[src/sv/ulc_pkg.sv]
// Shared types and constants for the UTF-8 to 8-bit character decoder.
// Used by the front, the request queue, the back and the top level.
`timescale 1ns / 1ps
`default_nettype none

package ulc_pkg;

    localparam logic [7:0] CH_QMARK = 8'd63;
    localparam logic [7:0] CH_CR    = 8'd13;
    localparam logic [7:0] CH_LF    = 8'd10;

    localparam logic ACT_DATA  = 1'b0;
    localparam logic ACT_FLUSH = 1'b1;

    localparam int CODE_W = 21;

    typedef struct packed {
        logic       action;
        logic [7:0] byte_value;
    } in_item_t;

    typedef struct packed {
        logic [7:0] char_out;
        logic       last;
    } out_item_t;

    // One queue entry: the results caused by one input request (1 or 2)
    typedef struct packed {
        logic [1:0] count;
        logic [7:0] first;
        logic [7:0] second;
    } q_entry_t;

    typedef struct packed {
        logic     valid;
        q_entry_t entry;
    } q_push_t;

    typedef struct packed {
        logic full;
        logic empty;
    } q_status_t;

endpackage : ulc_pkg

`default_nettype wire

[src/sv/utf8_to_latin1_crlf_decoder.sv]
// Top level of the UTF-8 to 8-bit character decoder with CR LF folding.
// Instantiates ulc_front, ulc_queue and ulc_back; types from ulc_pkg.
//
// Usage:
//  - Input channel in_valid / in_stall / in_item carries one request per
//    byte (action = 0) or an end-of-stream flush (action = 1). A request is
//    taken on a rising edge with in_valid high and in_stall low.
//  - Output channel out_valid / out_stall / out_item carries decoded
//    characters; last marks the final character caused by one request.
//    Requests that cause nothing (lead bytes, a held CR) emit nothing.
//  - Throughput: one input request per cycle while in_stall is low, one
//    output character per cycle while out_stall is low. The back end's single
//    output register is the limit: a request that yields two characters (held
//    CR followed by a non-LF byte) sends them in turn; the queue absorbs this.
//  - Path: the request's results are written into a queue entry on the edge
//    that takes the request, and the first character then goes into the
//    output register, when the queue was empty and the output free.
//  - in_stall rises only when the request queue (QUEUE_DEPTH entries) is
//    full, i.e. when the receiver stalls or double results pile up.
//    A stalled output holds its character; the front keeps decoding until
//    the queue fills.
//  - Reset (rst_n low, asynchronous) clears the decode state, empties the
//    queue and drops any pending output.
`timescale 1ns / 1ps
`default_nettype none

module utf8_to_latin1_crlf_decoder
    import ulc_pkg::*;
#(
    parameter int QUEUE_DEPTH = 4
)
(
    input  wire logic     clk,
    input  wire logic     rst_n,
    input  wire logic     in_valid,
    output logic          in_stall,
    input  wire in_item_t in_item,
    output logic          out_valid,
    input  wire logic     out_stall,
    output out_item_t     out_item
);

    q_push_t   q_push;
    q_status_t q_status;
    q_entry_t  q_head;
    logic      q_pop;

    // decode and classify
    ulc_front u_front
    (
        .clk      (clk),
        .rst_n    (rst_n),
        .in_valid (in_valid),
        .in_stall (in_stall),
        .in_item  (in_item),
        .q_status (q_status),
        .q_push   (q_push)
    );

    // decouples front from output back-pressure
    ulc_queue #(
        .DEPTH (QUEUE_DEPTH)
    ) u_queue
    (
        .clk      (clk),
        .rst_n    (rst_n),
        .q_push   (q_push),
        .pop      (q_pop),
        .q_status (q_status),
        .head     (q_head)
    );

    // serialise one or two characters per entry
    ulc_back u_back
    (
        .clk       (clk),
        .rst_n     (rst_n),
        .q_status  (q_status),
        .head      (q_head),
        .pop       (q_pop),
        .out_valid (out_valid),
        .out_stall (out_stall),
        .out_item  (out_item)
    );

endmodule : utf8_to_latin1_crlf_decoder

`default_nettype wire

[src/sv/ulc_front.sv]
// Front end: accepts input requests, runs the UTF-8 / CR folding state
// and classifies each request into 0, 1 or 2 result characters. Uses ulc_pkg.
`timescale 1ns / 1ps
`default_nettype none

module ulc_front
    import ulc_pkg::*;
(
    input  wire logic      clk,
    input  wire logic      rst_n,
    input  wire logic      in_valid,
    output logic           in_stall,
    input  wire in_item_t  in_item,
    input  wire q_status_t q_status,
    output q_push_t        q_push
);

    logic              held_cr_reg,    held_cr_next;
    logic [1:0]        cont_left_reg,  cont_left_next;
    logic              forced_inv_reg, forced_inv_next;
    logic [CODE_W-1:0] code_bits_reg,  code_bits_next;

    logic              accept;
    logic [CODE_W-1:0] code_new;
    logic [7:0]        b;
    q_entry_t          ent;

    function automatic q_entry_t put_char(q_entry_t e, logic [7:0] ch);
        q_entry_t r;
        r = e;
        if (e.count == 2'd0)
        begin
            r.first = ch;
        end
        else
        begin
            r.second = ch;
        end
        r.count = e.count + 2'd1;
        return r;
    endfunction

    assign in_stall = q_status.full;
    assign accept   = in_valid && !q_status.full;
    assign b        = in_item.byte_value;
    assign code_new = {code_bits_reg[CODE_W-7:0], b[5:0]};

    always_comb
    begin
        ent             = '0;
        held_cr_next    = held_cr_reg;
        cont_left_next  = cont_left_reg;
        forced_inv_next = forced_inv_reg;
        code_bits_next  = code_bits_reg;

        if (in_item.action == ACT_FLUSH)
        begin
            if (cont_left_reg != 2'd0)
            begin
                ent = put_char(ent, CH_QMARK);
            end
            else if (held_cr_reg)
            begin
                ent = put_char(ent, CH_CR);
            end
            held_cr_next    = 1'b0;
            cont_left_next  = 2'd0;
            forced_inv_next = 1'b0;
            code_bits_next  = '0;
        end
        else if (held_cr_reg && b == CH_LF)
        begin
            // CR LF folds to a single LF
            held_cr_next = 1'b0;
            ent          = put_char(ent, CH_LF);
        end
        else
        begin
            if (held_cr_reg)
            begin
                held_cr_next = 1'b0;
                ent          = put_char(ent, CH_CR);
            end
            if (cont_left_reg == 2'd0)
            begin
                if (!b[7])
                begin
                    if (b == CH_CR)
                    begin
                        held_cr_next = 1'b1;
                    end
                    else
                    begin
                        ent = put_char(ent, b);
                    end
                end
                else if (!b[6])
                begin
                    ent = put_char(ent, CH_QMARK);
                end
                else if (!b[5])
                begin
                    cont_left_next  = 2'd1;
                    forced_inv_next = 1'b0;
                    code_bits_next  = {{(CODE_W-5){1'b0}}, b[4:0]};
                end
                else if (!b[4])
                begin
                    cont_left_next  = 2'd2;
                    forced_inv_next = 1'b0;
                    code_bits_next  = {{(CODE_W-4){1'b0}}, b[3:0]};
                end
                else if (!b[3])
                begin
                    cont_left_next  = 2'd3;
                    forced_inv_next = 1'b0;
                    code_bits_next  = {{(CODE_W-3){1'b0}}, b[2:0]};
                end
                else
                begin
                    cont_left_next  = 2'd2;
                    forced_inv_next = 1'b1;
                    code_bits_next  = '0;
                end
            end
            else if (b[7:6] != 2'b10)
            begin
                // bad continuation: consumed, sequence ends
                ent             = put_char(ent, CH_QMARK);
                cont_left_next  = 2'd0;
                forced_inv_next = 1'b0;
                code_bits_next  = '0;
            end
            else if (cont_left_reg == 2'd1)
            begin
                if (forced_inv_reg || (|code_new[CODE_W-1:8]))
                begin
                    ent = put_char(ent, CH_QMARK);
                end
                else if (code_new[7:0] == CH_CR)
                begin
                    held_cr_next = 1'b1;
                end
                else
                begin
                    ent = put_char(ent, code_new[7:0]);
                end
                cont_left_next  = 2'd0;
                forced_inv_next = 1'b0;
                code_bits_next  = '0;
            end
            else
            begin
                cont_left_next = cont_left_reg - 2'd1;
                code_bits_next = code_new;
            end
        end

        q_push.valid = accept && (ent.count != 2'd0);
        q_push.entry = ent;
    end

    always_ff @(posedge clk or negedge rst_n)
    begin
        if (!rst_n)
        begin
            held_cr_reg    <= 1'b0;
            cont_left_reg  <= 2'd0;
            forced_inv_reg <= 1'b0;
            code_bits_reg  <= '0;
        end
        else if (accept)
        begin
            held_cr_reg    <= held_cr_next;
            cont_left_reg  <= cont_left_next;
            forced_inv_reg <= forced_inv_next;
            code_bits_reg  <= code_bits_next;
        end
    end

endmodule : ulc_front

`default_nettype wire

[src/sv/ulc_queue.sv]
// Short FIFO of result entries between front and back.
// Uses q_entry_t and the status/push structs from ulc_pkg.
`timescale 1ns / 1ps
`default_nettype none

module ulc_queue
    import ulc_pkg::*;
#(
    parameter int DEPTH = 4
)
(
    input  wire logic    clk,
    input  wire logic    rst_n,
    input  wire q_push_t q_push,
    input  wire logic    pop,
    output q_status_t    q_status,
    output q_entry_t     head
);

    localparam int PTR_W = (DEPTH > 1) ? $clog2(DEPTH) : 1;
    localparam int CNT_W = $clog2(DEPTH + 1);
    localparam logic [PTR_W-1:0] LAST_PTR = PTR_W'(DEPTH - 1);
    localparam logic [CNT_W-1:0] FULL_CNT = CNT_W'(DEPTH);

    q_entry_t         mem [DEPTH];
    logic [PTR_W-1:0] wr_ptr_reg, wr_ptr_next;
    logic [PTR_W-1:0] rd_ptr_reg, rd_ptr_next;
    logic [CNT_W-1:0] fill_reg,   fill_next;
    logic             do_push, do_pop;

    assign q_status.full  = (fill_reg == FULL_CNT);
    assign q_status.empty = (fill_reg == '0);
    assign do_push        = q_push.valid && !q_status.full;
    assign do_pop         = pop && !q_status.empty;
    assign head           = mem[rd_ptr_reg];

    always_comb
    begin
        wr_ptr_next = wr_ptr_reg;
        rd_ptr_next = rd_ptr_reg;
        fill_next   = fill_reg;
        if (do_push)
        begin
            wr_ptr_next = (wr_ptr_reg == LAST_PTR) ? '0 : wr_ptr_reg + 1'b1;
        end
        if (do_pop)
        begin
            rd_ptr_next = (rd_ptr_reg == LAST_PTR) ? '0 : rd_ptr_reg + 1'b1;
        end
        case ({do_push, do_pop})
            2'b10:   fill_next = fill_reg + 1'b1;
            2'b01:   fill_next = fill_reg - 1'b1;
            default: fill_next = fill_reg;
        endcase
    end

    always_ff @(posedge clk)
    begin
        if (do_push)
        begin
            mem[wr_ptr_reg] <= q_push.entry;
        end
    end

    always_ff @(posedge clk or negedge rst_n)
    begin
        if (!rst_n)
        begin
            wr_ptr_reg <= '0;
            rd_ptr_reg <= '0;
            fill_reg   <= '0;
        end
        else
        begin
            wr_ptr_reg <= wr_ptr_next;
            rd_ptr_reg <= rd_ptr_next;
            fill_reg   <= fill_next;
        end
    end

endmodule : ulc_queue

`default_nettype wire

[src/sv/ulc_back.sv]
// Back end: drains queue entries and sends one result character per
// cycle while out_stall is low, through a registered output. Uses ulc_pkg.
`timescale 1ns / 1ps
`default_nettype none

module ulc_back
    import ulc_pkg::*;
(
    input  wire logic      clk,
    input  wire logic      rst_n,
    input  wire q_status_t q_status,
    input  wire q_entry_t  head,
    output logic           pop,
    output logic           out_valid,
    input  wire logic      out_stall,
    output out_item_t      out_item
);

    logic      out_valid_reg, out_valid_next;
    out_item_t out_reg,       out_next;
    logic      pending_reg,   pending_next;
    logic [7:0] second_reg,   second_next;
    logic      out_free;

    assign out_free  = !out_valid_reg || !out_stall;
    assign out_valid = out_valid_reg;
    assign out_item  = out_reg;

    always_comb
    begin
        out_valid_next = out_valid_reg;
        out_next       = out_reg;
        pending_next   = pending_reg;
        second_next    = second_reg;
        pop            = 1'b0;
        if (out_free)
        begin
            if (pending_reg)
            begin
                out_valid_next    = 1'b1;
                out_next.char_out = second_reg;
                out_next.last     = 1'b1;
                pending_next      = 1'b0;
            end
            else if (!q_status.empty)
            begin
                pop               = 1'b1;
                out_valid_next    = 1'b1;
                out_next.char_out = head.first;
                out_next.last     = (head.count == 2'd1);
                pending_next      = (head.count == 2'd2);
                second_next       = head.second;
            end
            else
            begin
                out_valid_next = 1'b0;
            end
        end
    end

    always_ff @(posedge clk or negedge rst_n)
    begin
        if (!rst_n)
        begin
            out_valid_reg <= 1'b0;
            pending_reg   <= 1'b0;
        end
        else
        begin
            out_valid_reg <= out_valid_next;
            pending_reg   <= pending_next;
        end
    end

    always_ff @(posedge clk)
    begin
        out_reg    <= out_next;
        second_reg <= second_next;
    end

endmodule : ulc_back

`default_nettype wire
[config.mk]
export PLATFORM = sky130hd
export DESIGN_NAME = utf8_to_latin1_crlf_decoder
export DESIGN_NICKNAME = d
export VERILOG_FILES = /design/src/sv/ulc_pkg.sv /design/src/sv/utf8_to_latin1_crlf_decoder.sv /design/src/sv/ulc_front.sv /design/src/sv/ulc_queue.sv /design/src/sv/ulc_back.sv
export SDC_FILE = /design/constraint.sdc
export NUM_CORES = 1
export LEC_CHECK = 0
export BUFFER_PORTS_ARGS = -buffer_cell sky130_fd_sc_hd__buf_2
export CAP_MARGIN = 25
export CORE_MARGIN = 2
export CORE_UTILIZATION = 55
export DETAILED_ROUTE_END_ITERATION = 8
export PLACE_DENSITY = 0.81
export SLEW_MARGIN = 10
export SYNTH_ARGS = -nofsm -noshare
export SYNTH_HDL_FRONTEND = slang
export SYNTH_SLANG_ARGS = --single-unit
export TNS_END_PERCENT = 5
[constraint.sdc]
create_clock -name clk -period 4.3 [get_ports clk]
set_clock_uncertainty 0.15 [all_clocks]
set_input_delay 0 -clock clk [delete_from_list [all_inputs] [get_ports clk]]
set_output_delay 0 -clock clk [all_outputs]
set_load 0.1 [all_outputs]
== Yosys cells after proc, flatten, opt, wreduce, memory -nomap -nowiden ==
Memory sizes are Yosys's and may differ from the RTL's.
Cells that the tools add are included.

* Memory bits (read-only): 0
* Bits in latches: 0
* Output and inout port bits: 11
* Bits of input ports: 13
* Memories kept: 1
* Word-level logic and storage cells: 132
* Register bits after elaboration: 45
* Memory bits (writable): 72

* Divide/modulo/power cells: 0
* $mul: 0
* Equality and inequality tests: 16
* Mux-type cells: 72
* Shift-type cells: 0
* Bitwise logic cells: 2
* Reduce and logical (&&, ||, !) cells: 23
* Add/sub/neg operators: 6
* $lt $le $gt $ge: 0

{| class="wikitable"
|+ Memories
! memory !! depth !! width !! rd ports !! clocked after memory_dff !! wr ports !! line !! text
|-
| u_queue.mem || 4 || 18 || 1 || 0 || 1 || ulc_queue.sv:25 || <nowiki>q_entry_t mem [DEPTH];</nowiki>
|}

{| class="wikitable"
|+ Operators by type and width
! kind !! number
|-
| $mux 18 || 13
|-
| $mux 15 || 8
|-
| $mux 8 || 6
|-
| $mux 1 || 28
|-
| $eq 8x4->1 const B || 3
|-
| $mux 2 || 11
|-
| $mux 9 || 2
|-
| $mux 17 || 1
|-
| $reduce_or 13->1 || 1
|-
| $eq 2x2->1 const B || 4
|-
| $add 2x1->2 const B || 3
|-
| $eq 2x1->1 const B || 3
|-
| $ne 2x2->1 const B || 3
|-
| $ne 3x3->1 const B || 2
|-
| $pmux 3 s2 || 1
|-
| $reduce_bool 2->1 || 3
|-
| $logic_and 1x1->1 || 5
|-
| $reduce_and 5->1 || 1
|-
| $logic_not 1->1 || 4
|-
| $logic_not 2->1 || 2
|-
| $mux 4 || 1
|-
| $reduce_and 4->1 || 1
|-
| $reduce_bool 4->1 || 1
|-
| $add 3x1->3 const B || 1
|-
| other kinds (9) || 11
|}

== Logic depth before layout (Yosys ltp) ==
Gate-level depths: netlist of run 1.

* Word-level depth: 18
* Mapped depth: 15
* Depth with buffers taken out: 14

== Cells and area by module ==
Synthesis of run 1 repeated with hierarchy kept, for this count alone.

* Cell total of the unflattened synthesis: 412
* Area, all modules: 5736.8 sq um

{| class="wikitable"
|+ By module, submodules not included
! module !! seq. area each (sq um) !! cells each !! instances !! area an instance (sq um)
|-
| ulc_queue || 2337.2 || 134 || 1 || 3078.0
|-
| ulc_front || 475.5 || 240 || 1 || 1930.6
|-
| ulc_back || 560.5 || 38 || 1 || 728.2
|}

== Worst setup path before layout of run 1 ==
OpenSTA, ideal clock, no wires.

* Path type: register to register
* From: reg u_front.held_cr_reg
* To: reg u_queue.fill_reg[2]
* Arrival time: 3178 ps
* Clock period less this slack: 3408 ps
* Library setup time: 79 ps
* Required time: 4071 ps
* Slack: 892 ps
* Stages on the path, launching flop included: 14
* Path buffers: 1
* Path through: dfrtp_1 clkbuf_1 clkinv_1 ha_1 a21oi_1 a211o_1 a32o_2 o21ai_4 ha_1 inv_1 fa_1 xor2_1 nor2_1 xor2_1

{| class="wikitable"
|+ RTL lines
! what !! line !! text
|-
| from (decl) || ulc_front.sv:18 || <nowiki>logic held_cr_reg, held_cr_next;</nowiki>
|-
| from (signal assigned) || ulc_front.sv:174 || <nowiki>held_cr_reg <= held_cr_next;</nowiki>
|-
| to (signal assigned) || ulc_queue.sv:77 || <nowiki>fill_reg <= fill_next;</nowiki>
|-
| to (decl) || ulc_queue.sv:28 || <nowiki>logic [CNT_W-1:0] fill_reg, fill_next;</nowiki>
|}

==> reports/metrics.yaml, run 1 <==
fill_cells: 707
ys_async_sr_fraction_pct: 23.9
dieHeight_um: 103
status: "complete, no violations"
p_per_area_nw_per_um2: 752
endpoint_kind: "flop"
clock_latency_ps: 510
max-clock-path-buffers: 2
grt_overflow_total: 0
grt_pass1_vias: 3497
synth_top_area_share_pct: 49.7
max_freq_ghz: 0.285
synth_most_common_cell: "edfxtp_1"
die_area_um2: 10600
synth_area_per_cell_um2: 13.4
diodes: 0
use_met3_pct: 5.49
hold_class: "input port to flop"
ys_seq_area_share_pct: 62.8
avgRoutedWirePerCell_um: 18.5
ys_top_cells_by_count: "edfxtp_1, nand2_1, o21ai_0"
dpl.hpwl_um: 7010
fp.dieW_um: 103
ir_worst_vdd_mv: 0.354
post-route-period-util_pct: 81.5
worst_ep_required_time_ps: 4580
antenna_found_initial: 0
route.detailed.drc: 0
arrival_ps: 3790
core-area_um2: 9640
ioPinCount: 24
max_slew_margin_pct: 36.1
clk_pin_slew_worst_paths_ps: 60
wl_um: 11100
yosysTopAreaCell: "edfxtp_1"
synth_area_um2: 5380
crit_type: "input port to flop"
drt-pass1-iter-count: 5
worst_pin_slew_ps: 946
num_vias: 3541
min_period_ps: 3510
p_leak_nw: 2.41
cts_sinks: 117
ys.flop_type: "edfxtp_1"
grt_first_pass_wirelength_um: 17500
finalSetupViolCount: 0
ctsRootBufferMaster: "clkbuf_8"
critPathMaxFanout: 11
synth_edf_count: 89
syn_to_final_growth_pct: 20.2
ys_types: 50
drt_iter0_markers: 246
gp_congestion: 0.870
ant_nets: 0
finalHoldViolations: 0
cts_setup_buffers: 0
syn-num-nets: 430
track_usage_pct: 23.0
r2r_slack_ps: 830
finalSetupTns_ps: 0
layout_setup_ws_ps: 794
grt_util_met2_pct: 37.4
drive_above_1_share_pct: 23.3
power.total_mw: 4.86
startpoint_type: "input port"
cts_buffers: 17
ys_top_cells_by_area: "edfxtp_1, dfrtp_1, mux4_2"
initial_core_util_pct: 55.8
portBuffers: 23
top_usage_layer: "met2"
synthCells: 401
rows: 36
grt_max_degree: 29
largest_reg_flops: 72
htree_levels: 4
nNetsFinal: 484
slew_viol_final: 0
dp_slack_ps: 879
rsz0062_at_grt: "no"
cts_tree: "built"
grt.met1_usage_pct: 29.2
vias_per_cell: 5.89
synth-warning-count: 0
synth-seq-cells: 117
maxCapViolations: 0
[cell families after synthesis]
kind of cell	synth area share [%]
DFF	62.8
and+or+nand+nor	9.43
AOI/OAI and AO/OA	10.4
buffers and inverters	2.89
muxes	10.2
adders and majority gates	3.86
xor gates and xnor gates	0.489
[cells in the final DEF (no fill, tap or decap), types with 16 or more instances in the layout]
cell type      instances
nor2_1                18
mux4_2                18
a21oi_1               23
nand2_1               48
dlygate4sd3_1         19
edfxtp_1              89
inv_1                 18
dfrtp_1               28
o21ai_0               33
buf_2                 23
clkbuf_16             16
[worst max-delay path: stages]
cell and delay (ps):
dlygate4sd3_1 540, buf_2 190, nor4_1 400, nand2_1 220, ha_1 340, nor2_1 90, a21oi_1 50, a211o_1 310
a32o_2 290, o21ai_4 240, ha_1 230, inv_1 60, fa_1 420, xor2_1 150, nor2_1 110, xor2_1 150
[per-layer routing]
layer	vias up	share of wire (%)	wire [µm]
met5	-	0	0
met4	0	1.8	203
met3	21	5.8	649
met2	157	51	5730
met1	1740	41	4550
li1	1623	-	-
[layout make-up]
class / instances / area [µm²] / share of cell area, %
clock buffers: 17 / 414 / 6.41
clock inverters: 15 / 145 / 2.25
well taps: 133 / 166 / 2.58
multi-input cells: 244 / 1850 / 28.6
flip-flops and latches: 117 / 3370 / 52.2
inverters: 19 / 71.3 / 1.10
repair buffers: 56 / 443 / 6.86
[power by group]
group	switching, mW	internal [mW]	total, mW
registers	0.185	1.64	1.82
clock network	0.519	0.777	1.30
logic	1.11	0.628	1.74
total	1.82	3.04	4.86
[metrics by stage]
step	cells	utilization [%]	cell area (µm²)	hold WS [ps]
5_1_grt	601	67.0	6460	177
4_1_cts	600	66.7	6430	144
3_3_place_gp	548	58.7	5660	-101
3_5_place_dp	548	58.7	5660	-90.8
6_report	601	67.0	6460	158
2_1_floorplan	401	-	5380	-446
[path summary, 6_finish.rpt]
path / from / endpoint / cells after the start
hold / removal: out_stall / u_back.pending_reg$_DFFE_PN0P_ / 4
min in group asynchronous: rst_n / u_front.code_bits_reg[5]$_DFFE_PN0P_ / 4
setup reg to reg: u_front.code_bits_reg[0]$_DFFE_PN0P_ / u_queue.fill_reg[2]$_DFFE_PN0P_ / 12
setup / recovery: in_item[4] / u_queue.fill_reg[2]$_DFFE_PN0P_ / 16
max in group asynchronous: rst_n / u_front.held_cr_reg$_DFFE_PN0P_ / 4
hold reg to reg: u_front.code_bits_reg[12]$_DFFE_PN0P_ / u_front.code_bits_reg[12]$_DFFE_PN0P_ / 2
[repair_timing]
item / in CTS / in global routing
resized for setup: 0 / 0
hold endpoints to repair: 90 / 0
hold buffers: 20 / 0
Note: power is estimated with default switching activity, not from simulation.
==> run 2: changes to the inputs <==
- PLACE_DENSITY: 0.81 -> 0.84
- clock period: 4.3 -> 2.94 ns (I/O delays scaled with it)
==> run 2 against run 1 <==
Compared with the run above:
- the flow now finishes with violations (negative setup slack)
- combinational power up 58%
- via count is 3.7% higher
- sequential share of layout area decreased by 2.6 points
- die area stayed put
- worst setup slack worse by 950 ps
==> reports/metrics.yaml, run 2 (same netlist as run 1, synthesis figures left out) <==
rows: 36
ioPinCount: 24
worstHoldPathCells: 4
route.detailed.drc: 0
post-route-period-util_pct: 105
dpl.hpwl_um: 7650
cts_buffers: 17
max_slew_margin_pct: 47.0
num_vias: 3673
worstHoldEndpoint: "u_back.pending_reg$_DFFE_PN0P_"
worst_pin_slew_ps: 786
grt_overflow_total: 0
grt_pass1_vias: 3782
gp_congestion: 0.940
hold_class: "input port to flop"
slew_viol_final: 0
clock_latency_ps: 520
grt_max_degree: 30
wl_um: 12000
clk_pin_slew_worst_paths_ps: 60
drt-pass1-iter-count: 5
drive_above_1_share_pct: 30.9
avgRoutedWirePerCell_um: 18.9
max-clock-path-buffers: 2
fp.dieW_um: 103
arrival_ps: 3380
drt_iter0_markers: 251
finalHoldViolations: 0
syn_to_final_growth_pct: 26.5
p_per_area_nw_per_um2: 1080
cts_sinks: 117
dieHeight_um: 103
cts_tree: "built"
power.total_mw: 7.34
htree_levels: 4
track_usage_pct: 25.1
nNetsFinal: 521
hp-start: "out_stall"
rsz0062_at_grt: "yes"
p_leak_nw: 2.60
worst-r2r-cell-count: 12
diodes: 0
mostFrequentLayoutCells: "edfxtp_1, nand2_1, buf_4"
maxCapViolations: 0
initial_core_util_pct: 55.8
ant_nets: 0
failed_checks: "negative setup slack"
ctsRootBufferMaster: "clkbuf_8"
min_period_ps: 3090
seq_area_um2: 3370
startpoint_type: "flop"
portBuffers: 23
layout_setup_ws_ps: -151
crit_type: "flop to flop"
finalSetupViolCount: 2
core-area_um2: 9640
dp_slack_ps: -94.5
fill_cells: 649
vias_per_cell: 5.76
multi_input_area_um2: 1880
die_area_um2: 10600
largest_reg_flops: 72
status: "finished with violations"
r2r-end: "u_queue.fill_reg[2]$_DFFE_PN0P_"
grt_first_pass_wirelength_um: 19300
critPathMaxFanout: 2
r2r_slack_ps: -150
r2r_start: "u_front.code_bits_reg[1]$_DFFE_PN0P_"
max_freq_ghz: 0.323
worst_ep_required_time_ps: 3230
antenna_found_initial: 0
ir_worst_vdd_mv: 0.643
endpoint_kind: "flop"
layout.cells.most_common: "edfxtp_1"
## run 2: cell count changes in the layout (fill, tap and decap cells not counted), moves of 2 or more
| cell | previous run | this run |
|---|---|---|
| buf_4 | 12 | 47 |
| buf_12 | 1 | 5 |
| clkinv_2 | 1 | 3 |
| clkinv_4 | 4 | 2 |
| dlygate4sd3_1 | 19 | 17 |
| nor4_1 | 6 | 4 |
| nor4_2 | 2 | 4 |
## run 2: layer usage
layer  share of wire, %  global-route usage, %
met3                5.1                   6.10
met4                1.7                   9.41
met2                 53                   42.6
met1                 40                   31.4
met5                  0                      0
## run 2: area by class of cell
class                   instances  area share [%]
flip-flops and latches        117            49.6
clock inverters                15            2.12
well taps                     133            2.45
repair buffers                 93            11.0
multi-input cells             244            27.7
inverters                      19            1.07
clock buffers                  17            6.09
## run 2: critical path, cell delays in order, from the launching register on
cell,delay (ps)
dfrtp_1,390
nor4_2,290
nand2_1,150
ha_1,290
or3_1,310
a32o_2,310
o21ai_4,140
ha_2,200
inv_2,40
fa_2,330
xor2_1,150
nor2_1,110
xor2_1,160
## run 2: metrics by stage
stage / instance area (µm²) / utilization (%) / hold slack, ps / instances / setup TNS (ps)
after CTS: 6780 / 70.4 / 140 / 639 / -151
after detailed placement: 5970 / 61.9 / -91.9 / 580 / -94.5
after floorplan: 5390 / - / -446 / 401 / -1490
after global placement: 5970 / 61.9 / -97.2 / 580 / -21.9
after global routing: 6800 / 70.6 / 176 / 638 / -3730
final: 6800 / 70.6 / 150 / 638 / -241
## run 2: worst max-delay path by stage
| stage | slack [ps] | start | endpoint | cells after the start |
|---|---|---|---|---|
| after floorplan | -150 | u_front.code_bits_reg[0]$_DFFE_PN0P_ | u_queue.fill_reg[2]$_DFFE_PN0P_ | 12 |
| after global placement | -20 | u_front.code_bits_reg[0]$_DFFE_PN0P_ | u_queue.fill_reg[2]$_DFFE_PN0P_ | 12 |
| after detailed placement | -90 | u_front.code_bits_reg[0]$_DFFE_PN0P_ | u_queue.fill_reg[2]$_DFFE_PN0P_ | 12 |
| after CTS | -80 | u_front.code_bits_reg[1]$_DFFE_PN0P_ | u_queue.fill_reg[2]$_DFFE_PN0P_ | 12 |
| after global routing | -290 | u_front.code_bits_reg[1]$_DFFE_PN0P_ | u_queue.fill_reg[2]$_DFFE_PN0P_ | 12 |
| final | -150 | u_front.code_bits_reg[1]$_DFFE_PN0P_ | u_queue.fill_reg[2]$_DFFE_PN0P_ | 12 |
## run 2: power by group
group,internal [mW],switching (mW),total [mW]
sequential,2.40,0.271,2.67
combinational,1.04,1.71,2.75
clock,1.14,0.787,1.93
## run 2: timing repair
item / CTS / global route
hold endpoints to repair: 69 / 0
pin swaps: 5 / 5
buffers inserted: 9 / 0
resized for setup: 0 / 5
hold buffers: 18 / 0
setup endpoints to repair: 2 / 98
